==> config.mk <==
export PLATFORM = sky130hd
export DESIGN_NAME = fpa_div
export DESIGN_NICKNAME = d
export VERILOG_FILES = /design/src/rtl/fpa_pkg.sv /design/src/rtl/fpa_div.sv
export SDC_FILE = /design/constraint.sdc
export NUM_CORES = 2
export LEC_CHECK = 0
export BUFFER_PORTS_ARGS = -buffer_cell sky130_fd_sc_hd__buf_2
export CORE_MARGIN = 5
export CORE_UTILIZATION = 50
export DETAILED_ROUTE_END_ITERATION = 7
export PLACE_DENSITY = 0.66
export SLEW_MARGIN = 10
export SYNTH_ARGS = -nofsm -noshare
export SYNTH_HDL_FRONTEND = slang
export SYNTH_SLANG_ARGS = --single-unit
==> constraint.sdc <==
create_clock -name clk -period 18.2 [get_ports clk]
set_clock_uncertainty 0.2 [all_clocks]
set_input_delay 0.91 -clock clk [delete_from_list [all_inputs] [get_ports clk]]
set_output_delay 0.91 -clock clk [all_outputs]
set_load 0.01 [all_outputs]
==> src/rtl/fpa_pkg.sv <==
// ----------------------------------------------------------------------------
// fpa_pkg
// Opcodes, status codes and shared constants of the fixed-point ALU.
// ----------------------------------------------------------------------------
`default_nettype none

package fpa_pkg;

	// quotient bits resolved per divider stage
	localparam int DIV_BPS = 4;

	typedef enum logic [3:0] {
		OP_ADD     = 4'd0,
		OP_SUB     = 4'd1,
		OP_MUL     = 4'd2,
		OP_DIV     = 4'd3,
		OP_GT      = 4'd4,
		OP_LT      = 4'd5,
		OP_GE      = 4'd6,
		OP_LE      = 4'd7,
		OP_EQ      = 4'd8,
		OP_NE      = 4'd9,
		OP_INC     = 4'd10,
		OP_DEC     = 4'd11,
		OP_MIN     = 4'd12,
		OP_MAX     = 4'd13,
		OP_TOINT   = 4'd14,
		OP_FROMINT = 4'd15
	} op_t;

	typedef enum logic [1:0] {
		ST_OK   = 2'd0,
		ST_DIV0 = 2'd1,
		ST_OVF  = 2'd2
	} status_t;

	typedef struct packed {
		logic is_mul;
		logic is_div;
		logic neg;
		logic dz;
		logic cmp;
	} ctl_t;

endpackage

`default_nettype wire

==> src/rtl/fpa_div.sv <==
// ----------------------------------------------------------------------------
// fpa_div
// Pipelined restoring divider: (num << FB) / den on unsigned magnitudes,
// DIV_BPS quotient bits per stage, one division accepted per enabled cycle.
// ----------------------------------------------------------------------------
`default_nettype none

module fpa_div #(
	parameter int MW = 32,
	parameter int FB = 8,
	localparam int STAGES = (MW + FB + fpa_pkg::DIV_BPS - 1) / fpa_pkg::DIV_BPS,
	localparam int NP = STAGES * fpa_pkg::DIV_BPS
) (
	input wire clk,
	input wire en,
	input wire [MW-1:0] num,
	input wire [MW-1:0] den,
	output logic [NP-1:0] quo,
	output logic [MW-1:0] rem,
	output logic [MW-1:0] den_out
);

	logic [MW-1:0] rem_s [1:STAGES];
	logic [NP-1:0] nq_s [1:STAGES];
	logic [MW-1:0] den_s [1:STAGES];

	for (genvar k = 0; k < STAGES; k++) begin : g_stage
		logic [MW-1:0] rem_in;
		logic [NP-1:0] nq_in;
		logic [MW-1:0] den_in;
		logic [MW-1:0] rem_nx;
		logic [NP-1:0] nq_nx;

		if (k == 0) begin : g_first
			assign rem_in = '0;
			assign nq_in = NP'(num) << FB;
			assign den_in = den;
		end else begin : g_next
			assign rem_in = rem_s[k];
			assign nq_in = nq_s[k];
			assign den_in = den_s[k];
		end

		// numerator shifts out the top, quotient bits shift in at the bottom
		always_comb begin
			logic [MW:0] sh;
			rem_nx = rem_in;
			nq_nx = nq_in;
			for (int i = 0; i < fpa_pkg::DIV_BPS; i++) begin
				sh = {rem_nx, nq_nx[NP-1]};
				if (sh >= {1'b0, den_in}) begin
					rem_nx = MW'(sh - {1'b0, den_in});
					nq_nx = {nq_nx[NP-2:0], 1'b1};
				end else begin
					rem_nx = sh[MW-1:0];
					nq_nx = {nq_nx[NP-2:0], 1'b0};
				end
			end
		end

		always_ff @(posedge clk) begin
			if (en) begin
				rem_s[k+1] <= rem_nx;
				nq_s[k+1] <= nq_nx;
				den_s[k+1] <= den_in;
			end
		end
	end

	assign quo = nq_s[STAGES];
	assign rem = rem_s[STAGES];
	assign den_out = den_s[STAGES];

endmodule

`default_nettype wire

==> impl_results.md <==
- Required @ worst endpoint: 18,520 ps
- Fin nets: ~13,000
- Row count: ~170
- Initial antenna violation count: 12
- # DRC: 2
- Vias in the first global route: between 80,000 and 90,000
- Port bufs: around 170
- Avg Cell Area, Syn: 8.97 µm²
- Final setup vio count: 0
- Share of layout cells above drive strength 1: 0.0955
- Root buffer cell: clkbuf_16
- Status: finished, violations left
- CTS buffer count: about 110
- Postcts setup bufs: 0
- Clock Pin Slew Worst Setup and Hold Paths: around 80 ps
- Setup TNS: 0 ps
- Crit Path Max Fanout: 42
- Global-route wire length before repair: 510,000 µm
- Drt pass-1 iters: 8
- Worst Setup Start Kind: flip-flop
- Fmax achieved: between 50 and 60 MHz
- CTS HTree Levels: 3
- Worst-Margin Slew: 1150 ps
- Post-Route WL: around 340,000 µm
- Clk sinks: 972
- Die area: 217,000 µm²
- Endpoint class of the critical path: flip-flop
- # hold bufs at CTS: 0
- CP dominant cell by count: o21ai_0
- DRT iter0 DRCs: around 8,300
- CP max stage delay: ~730 ps
- Detailed placement HPWL: 276,000 µm
- Hold Path Class: input port to flip-flop
- Fraction of registers with async set/reset: 0
- Hold Fails Final Rpt: 0
- Post-synth EDFFs: ~1,000
- Post-Syn Nets: roughly 13,000
- TritonCTS clock tree: done
- Starting Density: 0.502
- Most common cell in the synthesized netlist: ha_1
- Ys flop type: edfxtp_1
- Kind of critical path: flip-flop to flip-flop
- Vias post-DR: ~91,000
- WHS: 72.9 ps
- Clock Latency Late Sink: 810 ps
- Seq/Total Area, Yosys: 0.281
- Overall routing resource usage: 0.299
- Chip height: between 400 and 500 µm
- Worst Path Arrival: about 17,000 ps
- CP max-delay cell: o41ai_1
- Grt ovf: 0
- Synth area leader: edfxtp_1
- Synth cell count leaders: ha_1, a21oi_1, edfxtp_1
- Final ANT Viol Nets: 0
- Via/cell ratio: approximately 6.3
- Yosys reg bits: roughly 970
- Fin crit share: 0.925
- Unrepaired setup endpoints after global routing: false
- Max Cap Viol: 0
- Pin count of the biggest net entering global routing: 163
- Synth-to-layout area growth: 7.34%
- Mapped Cells: 11,596
- Slew Limit Fails: 0
- Relative slew margins: 0.229
- YS warnings: 0
- Max clock buf depth: 3
- Netlist Area Pre-Place: about 100,000 µm²
- Drt wl/cell: roughly 23 µm
- Synth top area share: 0.281
- Core area: just over 200,000 µm²
- Failing checks: design-rule violations
- Die span in x: roughly 470 µm
- Minimum clock period after layout: roughly 17,000 ps
- Core Util, Final: 0.539
- IO Count: 170
- Yosys cell types: 119
- Largest cells by area after synthesis: edfxtp_1, ha_1, xnor2_1
- GP Congestion: between 0.9 and 1
- Cts repair resizes: 0
==> cell families (layout without fill, tap and decap cells) <==
group,Yosys count,count (layout),share of synthesized area
other,0,7,0
AOI/OAI and AO/OA,3708,3708,0.229
and+or+nand+nor,2927,2927,0.135
xor gates and xnor gates,1032,1032,0.0869
adders and majority gates,1277,1277,0.156
DFF,972,972,0.281
buffers and inverters,1015,1177,0.0398
muxes,665,665,0.0722
==> cell usage in the layout (no fill, tap or decap), types with 506 or more instances in the layout <==
cell / netlist / layout
a21o_1: 604 / 604
a21oi_1: 1028 / 1028
edfxtp_1: 972 / 972
ha_1: 1244 / 1244
inv_1: 719 / 719
mux2_2: 506 / 506
nand2_1: 871 / 871
nor2_1: 706 / 704
o21ai_0: 840 / 840
xnor2_1: 706 / 706
==> layer usage <==
| layer | vias up | wire length (µm) | global-route usage |
|---|---|---|---|
| li1 | 43427 | - | - |
| met1 | 43541 | 147000 | 0.401 |
| met2 | 3435 | 153000 | 0.486 |
| met3 | 699 | 23300 | 0.0343 |
| met4 | 2 | 16900 | 0.134 |
| met5 | - | 8 | 0 |
==> per-stage QoR <==
stage,setup WS [ps],instance area (µm²),instances
after floorplan,4930,104000,11596
after global placement,1920,108000,14332
after detailed placement,1610,108000,14332
after CTS,1540,112000,14546
after global routing,300,112000,14547
final,1370,112000,14553
==> area by class of cell <==
class / count / area [µm²]
inverters: 734 / 2760
fillers: 18736 / 95400
flip-flops and latches: 972 / 29200
clock buffers: 124 / 2910
diodes: 7 / 17.5
multi-input cells: 9609 / 70800
repair buffers: 229 / 1320
clock inverters: 90 / 1190
well taps: 2788 / 3490
==> final timing paths <==
check	from	endpoint	slack (ps)	depth (start not counted)
worst min-delay path	num[26]	nq_s[0][78]$_DFFE_PP_	70	1
worst max register to register	den_s[0][161]$_DFFE_PP_	rem_s[0][200]$_DFFE_PP_	1370	54
worst max-delay path	den_s[0][161]$_DFFE_PP_	rem_s[0][200]$_DFFE_PP_	1370	54
worst min register to register	nq_s[0][185]$_DFFE_PP_	nq_s[0][229]$_DFFE_PP_	200	0
==> state kept, by name (all words and copies together), names as in the netlist <==
name / cells
den_s: 320
rem_s: 320
nq_s: 332
==> worst max-delay path, delay by kind of cell (launching register included) <==
family	cells	cell delay (ps)
muxes	4	1690
AOI/OAI and AO/OA	34	10100
DFF	1	480
adders and majority gates	4	1190
buffers and inverters	6	1980
and+or+nand+nor	6	900
Power is not shown: default switching activity piles up to over one toggle a cycle in this logic, so the estimate is an artifact.
